===== src/rtl/atsc_pkg.sv =====
`timescale 1ns / 1ps
`default_nettype none

package atsc_pkg;

  typedef struct packed {
    logic [1:0]  req_type;
    logic [15:0] weight;
    logic [5:0]  column;
    logic [15:0] fraction;
  } req_t;

  typedef struct packed {
    logic [2:0] status;
    logic [5:0] sampled_index;
  } rsp_t;

  localparam logic [1:0] OP_LOAD   = 2'd0;
  localparam logic [1:0] OP_BUILD  = 2'd1;
  localparam logic [1:0] OP_SAMPLE = 2'd2;
  localparam logic [1:0] OP_BAD    = 2'd3;

  localparam logic [2:0] ST_LOADED = 3'd0;
  localparam logic [2:0] ST_BUILT  = 3'd1;
  localparam logic [2:0] ST_SAMPLE = 3'd2;
  localparam logic [2:0] ST_ERROR  = 3'd3;
  localparam logic [2:0] ST_FULL   = 3'd4;

  localparam int QUEUE_DEPTH = 4;

  typedef struct packed {
    logic [1:0]  op;
    logic [15:0] weight;
    logic [5:0]  column;
    logic [15:0] fraction;
  } cmd_t;

  typedef struct packed {
    logic valid;
    logic take;
  } cmd_hs_t;

endpackage

`default_nettype wire


===== src/rtl/atsc_front.sv =====
`timescale 1ns / 1ps
`default_nettype none

module atsc_front (
  input  wire            clk,
  input  wire            rst,
  input  wire            req_valid,
  output logic           req_stall,
  input  atsc_pkg::req_t req,
  output atsc_pkg::cmd_t cmd,
  output logic           cmd_valid,
  input  wire            cmd_take
);

  localparam int PW = $clog2(atsc_pkg::QUEUE_DEPTH);
  localparam int CW = $clog2(atsc_pkg::QUEUE_DEPTH + 1);

  atsc_pkg::cmd_t q_mem [atsc_pkg::QUEUE_DEPTH];
  logic [PW-1:0]  head;
  logic [PW-1:0]  tail;
  logic [CW-1:0]  cnt;
  atsc_pkg::cmd_t classified;
  logic           push;
  logic           pop;

  always_comb begin
    classified = '0;
    classified.weight = req.weight;
    classified.column = req.column;
    classified.fraction = req.fraction;
    case (req.req_type)
      atsc_pkg::OP_LOAD:   classified.op = atsc_pkg::OP_LOAD;
      atsc_pkg::OP_BUILD:  classified.op = atsc_pkg::OP_BUILD;
      atsc_pkg::OP_SAMPLE: classified.op = atsc_pkg::OP_SAMPLE;
      default:             classified.op = atsc_pkg::OP_BAD;
    endcase
  end

  assign req_stall = (cnt == CW'(atsc_pkg::QUEUE_DEPTH));
  assign push = req_valid && !req_stall;
  assign cmd_valid = (cnt != '0);
  assign pop = cmd_valid && cmd_take;
  assign cmd = q_mem[head];

  always_ff @(posedge clk) begin
    if (push) begin
      q_mem[tail] <= classified;
    end
  end

  always_ff @(posedge clk) begin
    if (rst) begin
      head <= '0;
      tail <= '0;
      cnt <= '0;
    end else begin
      if (push) begin
        tail <= tail + PW'(1);
      end
      if (pop) begin
        head <= head + PW'(1);
      end
      cnt <= cnt + CW'(push) - CW'(pop);
    end
  end

endmodule

`default_nettype wire


===== config.mk =====
export PLATFORM = sky130hd
export DESIGN_NAME = atsc_front
export DESIGN_NICKNAME = d
export VERILOG_FILES = /design/src/rtl/atsc_pkg.sv /design/src/rtl/atsc_front.sv
export SDC_FILE = /design/constraint.sdc
export NUM_CORES = 1
export LEC_CHECK = 0
export BUFFER_PORTS_ARGS = -buffer_cell sky130_fd_sc_hd__buf_2
export CAP_MARGIN = 20
export CORE_MARGIN = 2
export CORE_UTILIZATION = 51
export DETAILED_ROUTE_END_ITERATION = 8
export PLACE_DENSITY = 0.75
export SYNTH_ARGS = -nofsm -noshare
export SYNTH_HDL_FRONTEND = slang
export SYNTH_SLANG_ARGS = --single-unit
export TNS_END_PERCENT = 20

===== constraint.sdc =====
create_clock -name clk -period 2.23 [get_ports clk]
set_input_delay 0 -clock clk [delete_from_list [all_inputs] [get_ports clk]]
set_output_delay 0 -clock clk [all_outputs]
set_load 0.02 [all_outputs]

==> results.txt <==
----------------------------------------------------
[Outcome]
  Result of the run ... completed

[Finish]
  # nets final ... 458
  Share of post-route cells with drive strength above 1 ... 42.4%
  Diodes inserted ... 0
  P&R area growth vs syn ... 26.7%
  Final-layout fill cell count ... 801
  Final cell count without fillers ... 567

[Detailed routing]
  Drc violations ... 0
  WL/cell ... 19.1 um
  Via total after detailed routing ... 3022
  Length of the first detailed-routing pass in iterations ... 4
  Remaining antenna violation count after routing ... 0
  Vias/cell ... 5.33
  Violation count after the first detailed-routing iteration ... 298
  Total routed wirelength ... 10800 um

[Clocking]
  Total number of H-tree levels ... 4
  CTS max path bufs ... 2
  CTS buffer count ... 17
  Clock Sink Count ... 169
  CTS Root Cell ... sky130_fd_sc_hd__clkbuf_16
  Clock transition at the registers of the reported paths ... 70 ps
  Worst skew pair latency ... 420 ps
  CTS tree ... built

[STA]
  Setup_tns ... 0 ps
  Fin. Hold Viols ... 0
  Setup violators final ... 0
  Worst-Margin Slew ... 562 ps
  Peak Freq ... 472 MHz
  Post-layout minimum cycle time ... 2120 ps
  Setup repair after global routing missed its margin ... false
  Fin crit share ... 95.1%
  Maximum clock skew at final layout ... 12.8 ps
  Slew HR ... 62.1%
  Max-slew violation count ... 0
  Hold slack final ... 56.7 ps

[Yosys]
  Number of warning messages in the yosys log ... 0
  Sequential area share after synthesis ... 79.2%
  Portion of synthesized cell area occupied by the leading cell type ... 76.4%
  Syn_area_per_cell ... 24.2 um^2
  Share of synthesized registers carrying an async set or reset ... 0%
  Leading register cell type out of synthesis ... sky130_fd_sc_hd__edfxtp_1
  EDFF count, synth ... 160
  Area of the mapped netlist ... 6290 um^2
  Dominant cell by count in the synthesized netlist ... sky130_fd_sc_hd__edfxtp_1
  Top cells by area, synth ... sky130_fd_sc_hd__edfxtp_1, sky130_fd_sc_hd__mux4_2, sky130_fd_sc_hd__dfxtp_1
  Yosys cell types ... 24
  Commonest cells in the netlist ... sky130_fd_sc_hd__edfxtp_1, sky130_fd_sc_hd__mux4_2, sky130_fd_sc_hd__dfxtp_1
  Number of instances in the synthesized netlist ... 260
  Dominant cell type by area after synthesis ... sky130_fd_sc_hd__edfxtp_1
  Number of synthesized register bits ... 169
  Net Count, Synth ... 311

[Placement]
  Final HPWL DP ... 6610 um
  Number of placed instances with taps included ... 492
  IO buf count ... 85
  Final Wtd Congestion ... 0.704

[Job]
  Max-cap violations ... 0

[Floorplanning]
  Core region area ... 12000 um^2
  Die ar. ... 13200 um^2
  Number of primary I/O pins ... 86
  Die Y ... 115 um
  Initial core utilization ... 52.4%
  # rows ... 40
  Overall die width ... 115 um

[Pwr]
  P_leak ... 2.79 nW
  Pwr per Cell Area ... 1180 nW/um^2
  Worst vdd rail ir drop ... 0.000715 V

[Setup path]
  Max FO, Critical Path ... 5
  Required @ worst endpoint ... 2580 ps
  CP Capture Type ... flop
  Worst Path Arrival ... 2470 ps
  Sort of element at the start of the critical path ... flop
  Category of the most critical setup path ... flop to flop

[Hold path]
  Classification of the worst-slack hold path ... input pin to flop

[Global route]
  Combined global-route utilization of all metal layers ... 17.7%
  Pin count of the biggest net entering global routing ... 41
  Number of global-route vias before repair ... 3214
  Number of antenna violations at the first check in global routing ... 0
  Global-route wire length before repair ... 16800 um
  Residual overflow from global routing ... 0

----------------------------------------------------
worst paths after layout:
kind,start,to,slack [ps],depth (start not counted)
worst min-delay path,cmd_take,head[0]$_SDFFE_PP0P_,60,4
worst max register to register,cnt[2]$_SDFF_PP0_,cnt[2]$_SDFF_PP0_,110,11
worst max-delay path,cnt[2]$_SDFF_PP0_,cnt[2]$_SDFF_PP0_,110,11
worst min register to register,tail[1]$_SDFFE_PP0P_,tail[1]$_SDFFE_PP0P_,520,2
power breakdown:
| part | total, W | switching, W | internal (W) | leakage, nW |
|---|---|---|---|---|
| Sequential | 0.00401 | 0.000147 | 0.00386 | 1.54 |
| Combinational | 0.00232 | 0.00128 | 0.00104 | 0.941 |
| Clock | 0.00309 | 0.00119 | 0.00190 | 0.311 |
| Total | 0.00943 | 0.00262 | 0.00681 | 2.79 |
logic make-up (layout without fill, tap and decap cells):
group	Yosys count	after routing	share of synthesized area (%)
AOI/OAI and AO/OA	4	4	0.437
xor gates and xnor gates	3	3	0.418
adders and majority gates	7	7	1.51
buffers and inverters	18	178	2.31
DFF	169	169	79.2
muxes	41	41	14.5
and+or+nand+nor	18	18	1.63
repair_timing:
item	4_1_cts	5_1_grt
hold endpoints to repair	169	0
hold buffers	42	0
setup buffers	0	1
setup endpoints to repair	0	1
resized for setup	0	1
state kept, by name, summed over array words and instances, names as in the netlist, named ones only:
| signal | cells |
|---|---|
| q_mem | 160 |
| cnt | 3 |
| tail | 2 |
| head | 2 |
layer usage:
layer | track usage, % | up-vias | part of all wire (%)
li1 | - | 1376 | -
met1 | 23.9 | 1551 | 44
met2 | 27.9 | 90 | 50
met3 | 5.48 | 5 | 4.7
met4 | 6.27 | 0 | 0.77
met5 | 0 | - | 0
metrics by stage:
step           utilization, %  total power (W)  setup WS [ps]  cell area, um^2
2_1_floorplan               -          0.00574           12.3             6300
3_3_place_gp             57.5          0.00631            161             6910
3_5_place_dp             57.5          0.00637           43.9             6910
4_1_cts                  66.3          0.00953           14.5             7970
5_1_grt                  66.4          0.00985           2.04             7980
6_report                 66.4          0.00943            110             7980
layout make-up:
class,count,area [um^2],share of cell area (%)
flip-flops and latches,169,4990,62.6
multi-input cells,73,1170,14.7
repair buffers,140,968,12.1
clock buffers,17,425,5.33
clock inverters,15,210,2.64
well taps,147,184,2.31
inverters,6,22.5,0.282
worst max-delay path: stages, from the launching register on:
cell                      delay, ps
sky130_fd_sc_hd__dfxtp_1        350
sky130_fd_sc_hd__nor3b_4        170
sky130_fd_sc_hd__nor2_1         140
sky130_fd_sc_hd__inv_1           60
sky130_fd_sc_hd__ha_1           280
sky130_fd_sc_hd__inv_1           60
sky130_fd_sc_hd__ha_1           150
sky130_fd_sc_hd__inv_1           50
sky130_fd_sc_hd__fa_1           370
sky130_fd_sc_hd__xor2_1         160
sky130_fd_sc_hd__and2_1         160
sky130_fd_sc_hd__nor3_1         110
cell usage in the layout, fill, tap and decap left out:
master,instances
sky130_fd_sc_hd__mux2i_1,1
sky130_fd_sc_hd__nor2b_1,1
sky130_fd_sc_hd__and2_1,1
sky130_fd_sc_hd__inv_8,1
sky130_fd_sc_hd__clkbuf_16,17
sky130_fd_sc_hd__clkinv_2,2
sky130_fd_sc_hd__inv_6,6
sky130_fd_sc_hd__dfxtp_4,1
sky130_fd_sc_hd__fa_1,1
sky130_fd_sc_hd__clkinv_4,1
sky130_fd_sc_hd__xor2_1,2
sky130_fd_sc_hd__buf_4,11
sky130_fd_sc_hd__nor3_1,1
sky130_fd_sc_hd__and2_2,4
sky130_fd_sc_hd__buf_12,2
sky130_fd_sc_hd__o31a_1,1
sky130_fd_sc_hd__mux4_2,40
sky130_fd_sc_hd__ha_1,6
sky130_fd_sc_hd__bufinv_16,4
sky130_fd_sc_hd__nor3b_4,1
sky130_fd_sc_hd__edfxtp_1,160
sky130_fd_sc_hd__nand2b_1,2
sky130_fd_sc_hd__a21oi_1,1
sky130_fd_sc_hd__buf_2,85
sky130_fd_sc_hd__dfxtp_2,2
sky130_fd_sc_hd__dfxtp_1,6
sky130_fd_sc_hd__o311ai_0,1
sky130_fd_sc_hd__or3_1,2
sky130_fd_sc_hd__clkinvlp_4,1
sky130_fd_sc_hd__nor2_1,6
sky130_fd_sc_hd__inv_1,6
sky130_fd_sc_hd__dlygate4sd3_1,42
sky130_fd_sc_hd__o21ai_0,1
sky130_fd_sc_hd__xnor2_1,1
Note: power is estimated with default switching activity, not from simulation.
